==> src/rtl/core/teq_pkg.sv <==
// Shared types and constants for the timed event queue.
`timescale 1ns / 1ps
`default_nettype none

package teq_pkg;

   localparam int TIME_WIDTH      = 32;
   localparam int HANDLE_WIDTH    = 16;
   localparam int OCC_WIDTH       = 5;
   localparam int QUEUE_DEPTH_DEF = 16;
   localparam int REQ_DATA_WIDTH  = 80;
   localparam int RSP_DATA_WIDTH  = 24;
   localparam int RSP_USER_WIDTH  = 2;

   typedef enum logic {
      MODE_ADD  = 1'b0,
      MODE_POLL = 1'b1
   } mode_type;

   typedef struct packed {
      logic                    add;
      logic                    pop;
      logic [TIME_WIDTH-1:0]   due;
      logic [HANDLE_WIDTH-1:0] handle;
   } ctl_type;

endpackage

`default_nettype wire

==> src/rtl/core/teq_cell.sv <==
// One slot of the sorted queue: holds, takes the new event, or shifts with its neighbors.
`timescale 1ns / 1ps
`default_nettype none

module teq_cell (
   input  wire logic                             clock,
   input  wire logic                             valid,
   input  wire teq_pkg::ctl_type                 ctl,
   input  wire logic                             left_keep,
   input  wire logic [teq_pkg::TIME_WIDTH-1:0]   left_time,
   input  wire logic [teq_pkg::HANDLE_WIDTH-1:0] left_handle,
   input  wire logic [teq_pkg::TIME_WIDTH-1:0]   right_time,
   input  wire logic [teq_pkg::HANDLE_WIDTH-1:0] right_handle,
   output logic                                  keep,
   output logic [teq_pkg::TIME_WIDTH-1:0]        slot_time,
   output logic [teq_pkg::HANDLE_WIDTH-1:0]      slot_handle
);
   import teq_pkg::*;

   logic [TIME_WIDTH-1:0]   time_ff;
   logic [TIME_WIDTH-1:0]   time_in;
   logic [HANDLE_WIDTH-1:0] handle_ff;
   logic [HANDLE_WIDTH-1:0] handle_in;

   assign keep        = valid && (time_ff <= ctl.due);
   assign slot_time   = time_ff;
   assign slot_handle = handle_ff;

   always_comb begin
      time_in   = time_ff;
      handle_in = handle_ff;
      if (ctl.add && !keep) begin
         if (left_keep) begin
            time_in   = ctl.due;
            handle_in = ctl.handle;
         end else begin
            time_in   = left_time;
            handle_in = left_handle;
         end
      end else if (ctl.pop) begin
         time_in   = right_time;
         handle_in = right_handle;
      end
   end

   always_ff @(posedge clock) begin
      time_ff   <= time_in;
      handle_ff <= handle_in;
   end

endmodule

`default_nettype wire

==> src/rtl/core/timed_event_queue.sv <==
// Top level of the timed event queue: a row of sorted slots, an entry count and a result register.
`timescale 1ns / 1ps
`default_nettype none

// The queue keeps up to QUEUE_DEPTH events sorted by due time in a row of slot cells that
// all compare against the incoming beat at once, so a new request beat is taken in every
// cycle while the result register is free or being drained. An add inserts after all
// entries with an equal or earlier due time, so equal times leave in arrival order; an add
// to a full queue is dropped and flagged as overflow. A poll pops the head when its due
// time is not later than the given tick. Every request beat gives exactly one response
// beat, which also reports the occupancy after the request.
module timed_event_queue #(
   parameter int QUEUE_DEPTH = teq_pkg::QUEUE_DEPTH_DEF
) (
   input  wire logic                                 clock,
   input  wire logic                                 reset,
   input  wire logic                                 req_tvalid,
   output logic                                      req_tready,
   // due_time [31:0], event_handle [47:32], now [79:48]
   input  wire logic [teq_pkg::REQ_DATA_WIDTH-1:0]   req_tdata,
   // mode [0]
   input  wire logic                                 req_tuser,
   output logic                                      rsp_tvalid,
   input  wire logic                                 rsp_tready,
   // ready_handle [15:0], occupancy [20:16], zero [23:21]
   output logic [teq_pkg::RSP_DATA_WIDTH-1:0]        rsp_tdata,
   // ready_res [0], overflow [1]
   output logic [teq_pkg::RSP_USER_WIDTH-1:0]        rsp_tuser
);
   import teq_pkg::*;

   localparam int CountWidth = $clog2(QUEUE_DEPTH + 1);

   logic [TIME_WIDTH-1:0]   req_due;
   logic [HANDLE_WIDTH-1:0] req_handle;
   logic [TIME_WIDTH-1:0]   req_now;
   logic                    accept;
   logic                    full;
   logic                    head_due;
   ctl_type                 ctl;

   logic [CountWidth-1:0]   count_ff;
   logic [CountWidth-1:0]   count_in;
   logic                    rsp_valid_ff;
   logic                    rsp_valid_in;
   logic                    ready_res_ff;
   logic                    ready_res_in;
   logic                    overflow_ff;
   logic                    overflow_in;
   logic [HANDLE_WIDTH-1:0] ready_handle_ff;
   logic [HANDLE_WIDTH-1:0] ready_handle_in;
   logic [OCC_WIDTH-1:0]    occupancy_ff;
   logic [OCC_WIDTH-1:0]    occupancy_in;

   logic                    keep_w   [QUEUE_DEPTH];
   logic [TIME_WIDTH-1:0]   time_w   [QUEUE_DEPTH];
   logic [HANDLE_WIDTH-1:0] handle_w [QUEUE_DEPTH];

   assign req_due    = req_tdata[31:0];
   assign req_handle = req_tdata[47:32];
   assign req_now    = req_tdata[79:48];

   assign req_tready = !rsp_valid_ff || rsp_tready;
   assign accept     = req_tvalid && req_tready;
   assign full       = (count_ff == CountWidth'(QUEUE_DEPTH));
   assign head_due   = (count_ff != '0) && (time_w[0] <= req_now);

   assign ctl.add    = accept && (req_tuser == MODE_ADD) && !full;
   assign ctl.pop    = accept && (req_tuser == MODE_POLL) && head_due;
   assign ctl.due    = req_due;
   assign ctl.handle = req_handle;

   for (genvar i = 0; i < QUEUE_DEPTH; i++) begin : g_cell
      logic                    cell_valid;
      logic                    l_keep;
      logic [TIME_WIDTH-1:0]   l_time;
      logic [HANDLE_WIDTH-1:0] l_handle;
      logic [TIME_WIDTH-1:0]   r_time;
      logic [HANDLE_WIDTH-1:0] r_handle;

      assign cell_valid = (CountWidth'(i) < count_ff);

      if (i == 0) begin : g_first
         assign l_keep   = 1'b1;
         assign l_time   = req_due;
         assign l_handle = req_handle;
      end else begin : g_inner
         assign l_keep   = keep_w[i-1];
         assign l_time   = time_w[i-1];
         assign l_handle = handle_w[i-1];
      end

      if (i == QUEUE_DEPTH - 1) begin : g_last
         assign r_time   = time_w[i];
         assign r_handle = handle_w[i];
      end else begin : g_body
         assign r_time   = time_w[i+1];
         assign r_handle = handle_w[i+1];
      end

      teq_cell u_cell (
         .clock        (clock),
         .valid        (cell_valid),
         .ctl          (ctl),
         .left_keep    (l_keep),
         .left_time    (l_time),
         .left_handle  (l_handle),
         .right_time   (r_time),
         .right_handle (r_handle),
         .keep         (keep_w[i]),
         .slot_time    (time_w[i]),
         .slot_handle  (handle_w[i])
      );
   end

   always_comb begin
      count_in        = count_ff;
      rsp_valid_in    = rsp_valid_ff;
      ready_res_in    = ready_res_ff;
      overflow_in     = overflow_ff;
      ready_handle_in = ready_handle_ff;
      occupancy_in    = occupancy_ff;
      if (ctl.add) begin
         count_in = count_ff + 1'b1;
      end else if (ctl.pop) begin
         count_in = count_ff - 1'b1;
      end
      if (rsp_tready) begin
         rsp_valid_in = 1'b0;
      end
      if (accept) begin
         rsp_valid_in    = 1'b1;
         ready_res_in    = ctl.pop;
         overflow_in     = (req_tuser == MODE_ADD) && full;
         ready_handle_in = ctl.pop ? handle_w[0] : '0;
         occupancy_in    = OCC_WIDTH'(count_in);
      end
   end

   always_ff @(posedge clock) begin
      if (reset) begin
         count_ff     <= '0;
         rsp_valid_ff <= 1'b0;
      end else begin
         count_ff     <= count_in;
         rsp_valid_ff <= rsp_valid_in;
      end
   end

   always_ff @(posedge clock) begin
      ready_res_ff    <= ready_res_in;
      overflow_ff     <= overflow_in;
      ready_handle_ff <= ready_handle_in;
      occupancy_ff    <= occupancy_in;
   end

   assign rsp_tvalid = rsp_valid_ff;
   assign rsp_tdata  = {3'b000, occupancy_ff, ready_handle_ff};
   assign rsp_tuser  = {overflow_ff, ready_res_ff};

endmodule

`default_nettype wire
==> config.mk <==
export PLATFORM = sky130hd
export DESIGN_NAME = timed_event_queue
export DESIGN_NICKNAME = d
export VERILOG_FILES = /design/src/rtl/core/teq_pkg.sv /design/src/rtl/core/teq_cell.sv /design/src/rtl/core/timed_event_queue.sv
export SDC_FILE = /design/constraint.sdc
export NUM_CORES = 2
export LEC_CHECK = 0
export ABC_AREA = 0
export BUFFER_PORTS_ARGS = -buffer_cell sky130_fd_sc_hd__buf_2
export CORE_MARGIN = 2
export CORE_UTILIZATION = 55
export CTS_CLUSTER_DIAMETER = 120
export DETAILED_ROUTE_END_ITERATION = 16
export GPL_TIMING_DRIVEN = 0
export MAX_ROUTING_LAYER = met4
export PLACE_DENSITY_LB_ADDON = 0.12
export SLEW_MARGIN = 20
export SYNTH_ARGS = -nofsm -noshare
export SYNTH_HDL_FRONTEND = slang
export SYNTH_SLANG_ARGS = --single-unit
==> constraint.sdc <==
create_clock -name clock -period 8.1 [get_ports clock]
set_input_delay 0.405 -clock clock [delete_from_list [all_inputs] [get_ports clock]]
set_output_delay 0.405 -clock clock [all_outputs]
set_load 0.01 [all_outputs]
# --- Word-level counts from Yosys, hierarchy flattened ---
# Cells that the tools add are included.
totals:
  register_bits: 797
  in_bits: 85
  out_inout_bits: 28
  wordCells: 244
classes:
  addsub: 2
  magnitude_cmp: 33
  n_eq_ne: 1
  n_mux: 94
  n_bitwise: 1
  reduce_logical: 75
op_table:
  columns: ["cell", "count"]
  rows:
  - ["$mux W32", 45]
  - ["$mux W16", 45]
  - ["$le A32 B32 Y1", 17]
  - ["$lt A4 B5 Y1 const A", 8]
  - ["$logic_and A1 B1 Y1", 39]
  - ["$reduce_bool A2 Y1", 16]
  - ["$lt A3 B5 Y1 const A", 4]
  - ["$logic_not A1 Y1", 18]
  - ["$lt A1 B5 Y1 const A", 2]
  - ["$lt A2 B5 Y1 const A", 2]
  - ["$mux W5", 2]
  - ["$add A5 B1 Y5 const B", 1]
  - ["$eq A5 B5 Y1 const B", 1]
  - ["$reduce_bool A5 Y1", 1]
  - ["$sub A5 B1 Y5 const B", 1]
  - ["$mux W1", 2]
  - ["$logic_or A1 B1 Y1", 1]
  - ["$not A1 Y1", 1]

# --- Longest topological paths before layout ---
depth:
  depth_word: 7
  ltp_mapped: 16
  ltp_nobuf: 11

# --- Cells and area by module ---
# Synthesis repeated with hierarchy kept, for this count alone.
hier_totals:
  cells_unflattened: 4600
  area_unflattened_um2: 56904.6
modules_own_cells:
  columns: ["module", "n_inst", "cells_per_inst", "area_each_um2", "seq_area_each_um2"]
  rows:
  - ["teq_cell", 16, 272, 3417.0, 1441.4]
  - ["timed_event_queue", 1, 248, 2232.1, 810.8]

# --- Worst setup path after synthesis ---
# Ideal clock, no wire load.
synth_timing:
  kind: "in2reg"
  startpoint: "in req_tdata[1] (netlist name)"
  endpoint: "reg g_cell[1].u_cell.handle_ff[0], enable pin"
  setup_ps: 520
  arrival_time_ps: 6350
  required_time_ps: 7580
  path_slack_ps: 1230
  cell_stages: 14
  n_path_buf: 5
  path_cell_list: "clkbuf_1 clkbuf_1 inv_1 ha_1 nor2b_1 o211ai_1 a2111o_1 o211ai_1 nand3_1 and3_1 clkbuf_1 buf_1 clkbuf_1 o21ai_0"
synth_via:
  elab_chain_cells: 5
synth_lines:
  columns: ["item", "line", "rtl"]
  rows:
  - ["start: declaration", "timed_event_queue.sv:20", "input wire logic [teq_pkg::REQ_DATA_WIDTH-1:0] req_tdata,"]
  - ["$le A32 B32 Y1", "teq_cell.sv:25", "assign keep = valid && (time_ff <= ctl.due);"]
  - ["$logic_and A1 B1 Y1", "teq_cell.sv:25", null]
  - ["$logic_not A1 Y1", "teq_cell.sv:32", "if (ctl.add && !keep) begin"]
  - ["$logic_and A1 B1 Y1", "teq_cell.sv:32", null]
  - ["$reduce_bool A2 Y1 (no line)", null, null]
  - ["end signal: assignment", "teq_cell.sv:48", "handle_ff <= handle_in;"]
  - ["end: declaration", "teq_cell.sv:22", "logic [HANDLE_WIDTH-1:0] handle_ff;"]
# No other way between the ends.
# A chain may end at the register's enable or synchronous reset.

# --- Final worst setup path ---
layout_timing:
  startpoint: "in req_tdata[25] (netlist name)"
  endpoint: "reg g_cell[1].u_cell.time_ff[9], enable pin"
layout_via:
  elab_chain_cells: 5
layout_lines:
  columns: ["item", "line", "rtl"]
  rows:
  - ["$le A32 B32 Y1", "teq_cell.sv:25", null]
  - ["$logic_and A1 B1 Y1", "teq_cell.sv:25", null]
  - ["$logic_not A1 Y1", "teq_cell.sv:32", null]
  - ["$logic_and A1 B1 Y1", "teq_cell.sv:32", null]
  - ["$reduce_bool A2 Y1 (no line)", null, null]
  - ["end signal: assignment", "teq_cell.sv:47", "time_ff <= time_in;"]
  - ["end: declaration", "teq_cell.sv:20", "logic [TIME_WIDTH-1:0] time_ff;"]
# No other way between the ends.

==> PnR_summary.wiki <==
{| class="wikitable"
! Metric !! Value
|-
| Hold Path Class || primary input to flip-flop
|-
| DRC || 0
|-
| Xor and xnor fraction of the mapped netlist area || 0.0005053
|-
| Number of antenna violations at the first check in global routing || 3
|-
| Startpoint types || primary input
|-
| Startpoint of the worst register-to-register path || g_cell[0].u_cell.slot_time[7]$_DFFE_PP_
|-
| Clock transition time at the flip-flop clock pins of the worst setup and hold paths || 60 ps
|-
| Power share of the sequential group || 0.445
|-
| R2r setup slk || 2950 ps
|-
| Final Setup Violations || 0
|-
| Share of cell area taken by muxes after synthesis || 0.1520
|-
| Wire length of the first global-routing pass || 247.7 mm
|-
| Final critical-path required period || 6265 ps
|-
| Ratio of cells with drive above 1 in the final layout || 0.1099
|-
| Data arrival at the endpoint of the critical path || 6680 ps
|-
| Max-Cap Viols || 0
|-
| Layout Utilization || 0.6136
|-
| Proportion of synthesized chip area in sequential cells || 0.4591
|-
| Maximum level of the CTS H-tree || 3
|-
| Root Buffer Master || sky130_fd_sc_hd__clkbuf_16
|-
| Hold violation count in the final report || 0
|-
| Post-synthesis instance total || 4805
|-
| Post-DP HPWL || 130.3 mm
|-
| Worst clock skew || 30.29 ps
|-
| Net switching power || 3.739 mW
|-
| Share of async-settable or async-resettable flops after synthesis || 0
|-
| Hold Path Stages || 2
|-
| Routability-driven placement congestion ratio || 0.9198
|-
| Average via count per standard cell || 6.345
|-
| Distinct cell type count after synthesis || 66
|-
| Area enclosed by the die boundary || 0.09703 mm2
|-
| CTS tree || built
|-
| Number of sinks on the clock net || 797
|-
| Adder and majority gate portion of the synthesized area || 0.1316
|-
| Total number of yosys warnings || 0
|-
| Placed instance count || 6150
|-
| Post-Synthesis Cell Area || 0.05200 mm2
|-
| Combined global-route utilization of all metal layers || 0.3451
|-
| Dominant combinational cell family by area after synthesis || multiplexers
|-
| Endpoint of the lowest-slack register-to-register path || g_cell[6].u_cell.slot_time[9]$_DFFE_PP_
|-
| Core Rows || 112
|-
| Period Utilization, post-route || 0.7734
|-
| Die Width || 311.5 um
|-
| Result of the run || completed
|-
| Worst relative slew slack || 0.2339
|-
| Worst VDD drop || 0.1767 mV
|-
| Number of search-and-repair iterations in the first detailed-routing pass || 6
|-
| Worst path setup slack after routing || 1835 ps
|-
| Chip Height || 311.5 um
|-
| Data required time at the worst endpoint || 8510 ps
|-
| Initial core utilization || 0.5564
|-
| First-iteration detailed-routing DRC count || 4178
|-
| Synth Flop Type || sky130_fd_sc_hd__edfxtp_1
|-
| Pin count of the biggest net entering global routing || 49
|-
| Net total in the final layout || 5625
|-
| Kind of critical path || primary input to flip-flop
|-
| Leak || 24.92 nW
|-
| Number of CTS-inserted buffers || 92
|-
| Worst-case setup slack after placement || 1449 ps
|-
| Number of nets with antenna violations after routing || 0
|-
| Maximum operating frequency || 159.6 MHz
|-
| Worst hold endpoint || overflow_ff$_DFFE_PP_
|-
| Average wire per standard cell || 26.18 um
|-
| Cell internal power dissipation || 8.452 mW
|-
| Post-CTS setup buffer count || 0
|-
| Critical path endpoint category || flip-flop
|-
| Number of synthesized register bits || 797
|-
| Number of global-route vias before repair || 40610
|-
| Worst reg-to-reg path cell count || 9
|-
| Pwr/cell area || 212.6 mW/mm2
|-
| Post-synthesis compound-gate area fraction || 0.1259
|-
| Largest fanout on the critical path || 19
|-
| Residual overflow from global routing || 0
|-
| Area overhead of the layout relative to synthesis || 10.28%
|-
| Count of buffers inserted at the top-level ports || 78
|-
| Portion of total power attributed to combinational logic || 0.210
|-
| Max-slew violations || 0
|-
| Slew at the pin closest to its max-slew limit || 1149 ps
|-
| Simple-gate share of the synthesized area || 0.09607
|-
| Worst min-delay path startpoint || req_tuser
|-
| Most frequent standard cell in the layout excluding fill and tap cells || sky130_fd_sc_hd__edfxtp_1
|-
| Buffer depth of the longest clock path || 3
|-
| Most frequent cells in the layout || sky130_fd_sc_hd__edfxtp_1 (791), sky130_fd_sc_hd__mux2i_1 (575), sky130_fd_sc_hd__a21oi_1 (550)
|-
| Synth Area per Inst || 10.82 um2
|-
| Worst-skew pair later-pin latency || 690 ps
|-
| Area inside the core boundary || 0.09347 mm2
|-
| Number of standard cells in the final layout excluding fillers || 6325
|-
| Total Wirelength || 165.6 mm
|-
| Number of vias after detailed routing || 40130
|-
| Net Sw Frac || 0.3067
|-
| RSZ-0062 raised after global routing || no
|-
| Top Ports || 113
|-
| Number of flops mapped to enable cells by yosys || 791
|-
| Share of total power in the clock network || 0.345
|}
==> power groups by stage <==
stage / Sequential (mW) / Clock, mW / Combinational (mW)
after floorplan: 5.39 / 0 / 1.74
after global placement: 5.54 / 0 / 2.37
after detailed placement: 5.51 / 0 / 2.50
after CTS: 5.42 / 4.22 / 2.52
after global routing: 5.46 / 4.38 / 2.82
final: 5.43 / 4.20 / 2.56
==> through the flow <==
stage	hold WS (ps)	TNS [ps]	cell area (um2)	total power [mW]
floorplan	474.1	0	52010	7.122
global route	30.88	0	57350	12.66
CTS	26.52	0	57340	12.15
finish	54.21	0	57350	12.19
global placement	499.9	-354020	53970	7.915
detailed placement	513.7	0	54380	8.002
==> kinds of logic after synthesis <==
kind of cell	after synthesis
adder cells (fa/ha/maj)	547
buffers and inverters	419
AND/OR/NAND/NOR	1111
multiplexers	766
XOR/XNOR	3
AO/OA/AOI/OAI	1161
other	1
flip-flops	797
==> sequential cells by signal (all words and copies together) (netlist names) <==
| name | flops |
|---|---|
| rsp_tvalid | 1 |
| count_ff | 5 |
| overflow_ff | 1 |
| ready_handle_ff | 16 |
| g_cell.u_cell.slot_time | 512 |
| occupancy_ff | 5 |
| ready_res_ff | 1 |
| g_cell.u_cell.slot_handle | 256 |
==> Yosys cell counts, types with 4 or more instances <==
library cell / n / area share
sky130_fd_sc_hd__and4_1: 9 / 0.0015
sky130_fd_sc_hd__buf_6: 7 / 0.0015
sky130_fd_sc_hd__nor2_1: 381 / 0.028
sky130_fd_sc_hd__o21ai_0: 297 / 0.029
sky130_fd_sc_hd__buf_2: 102 / 0.0098
sky130_fd_sc_hd__or3_1: 10 / 0.0012
sky130_fd_sc_hd__mux2_2: 182 / 0.039
sky130_fd_sc_hd__and2_1: 6 / 0.00072
sky130_fd_sc_hd__a31oi_1: 8 / 0.00096
sky130_fd_sc_hd__and3_1: 25 / 0.0030
sky130_fd_sc_hd__buf_4: 14 / 0.0020
sky130_fd_sc_hd__a21o_1: 154 / 0.022
sky130_fd_sc_hd__a211oi_1: 9 / 0.0013
sky130_fd_sc_hd__nor4_1: 15 / 0.0018
sky130_fd_sc_hd__clkbuf_1: 192 / 0.014
sky130_fd_sc_hd__o41ai_1: 4 / 0.00067
sky130_fd_sc_hd__buf_1: 10 / 0.00072
sky130_fd_sc_hd__a21oi_1: 551 / 0.053
sky130_fd_sc_hd__mux2i_1: 575 / 0.11
sky130_fd_sc_hd__ha_1: 547 / 0.13
sky130_fd_sc_hd__nor2b_1: 35 / 0.0042
sky130_fd_sc_hd__edfxtp_1: 791 / 0.46
sky130_fd_sc_hd__o211ai_1: 16 / 0.0023
sky130_fd_sc_hd__o21a_1: 21 / 0.0030
sky130_fd_sc_hd__dfxtp_1: 6 / 0.0023
sky130_fd_sc_hd__nand2b_1: 14 / 0.0017
sky130_fd_sc_hd__a221oi_1: 5 / 0.00084
sky130_fd_sc_hd__mux2_1: 9 / 0.0019
sky130_fd_sc_hd__or2_2: 12 / 0.0014
sky130_fd_sc_hd__nand3_1: 27 / 0.0026
sky130_fd_sc_hd__or4_1: 6 / 0.00087
sky130_fd_sc_hd__o21ai_1: 47 / 0.0045
sky130_fd_sc_hd__nand2_1: 394 / 0.028
sky130_fd_sc_hd__o31ai_1: 7 / 0.0010
sky130_fd_sc_hd__nand4_1: 125 / 0.015
sky130_fd_sc_hd__inv_1: 93 / 0.0067
sky130_fd_sc_hd__nor3_1: 37 / 0.0036
sky130_fd_sc_hd__o22ai_1: 8 / 0.00096
==> per-layer routing <==
metal	share of wire	vias to the layer above	track usage	routed length [um]
li1	-	18480	-	-
met1	0.43	19860	0.4478	70940
met2	0.48	1430	0.5588	78690
met3	0.054	364	0.03827	9013
met4	0.042	0	0.1294	6946
met5	0	-	-	0
==> final cells by class <==
type | count | area [um2]
diodes | 3 | 7.507
plain buffers | 325 | 1454
clock buffers | 116 | 2414
clock inverters | 53 | 516.7
fillers | 8032 | 36120
inverters | 94 | 352.8
multi-input cells | 3591 | 26470
flip-flops and latches | 797 | 23870
well taps | 1254 | 1569
repair buffers | 92 | 690.7
==> worst max path at each step <==
stage | startpoint | slack [ps] | end
after floorplan | req_tdata[1] | 1230 | g_cell[1].u_cell.slot_handle[0]$_DFFE_PP_
after global placement | req_tdata[25] | -3480 | g_cell[1].u_cell.slot_time[8]$_DFFE_PP_
after detailed placement | req_tdata[25] | 1450 | g_cell[1].u_cell.slot_time[9]$_DFFE_PP_
after CTS | req_tdata[25] | 2150 | g_cell[1].u_cell.slot_time[9]$_DFFE_PP_
after global routing | req_tdata[25] | 1690 | g_cell[1].u_cell.slot_time[9]$_DFFE_PP_
final | req_tdata[25] | 1840 | g_cell[1].u_cell.slot_time[9]$_DFFE_PP_
==> worst max-delay path, stage by stage <==
cell and delay [ps]:
sky130_fd_sc_hd__clkbuf_1 490, sky130_fd_sc_hd__clkbuf_1 720, sky130_fd_sc_hd__inv_1 650, sky130_fd_sc_hd__ha_1 520, sky130_fd_sc_hd__nand4_1 160, sky130_fd_sc_hd__nor4_1 710, sky130_fd_sc_hd__nand3_1 330, sky130_fd_sc_hd__o31ai_1 270
sky130_fd_sc_hd__and3_1 260, sky130_fd_sc_hd__clkbuf_1 270, sky130_fd_sc_hd__buf_1 530, sky130_fd_sc_hd__clkbuf_1 630, sky130_fd_sc_hd__o21ai_4 370, sky130_fd_sc_hd__buf_16 300
==> repair_timing <==
item | in CTS | in global routing
hold endpoints to repair | 5 | 0
resized for setup | 0 | 0
hold buffers | 3 | 0
Note: power is estimated with default switching activity, not from simulation.
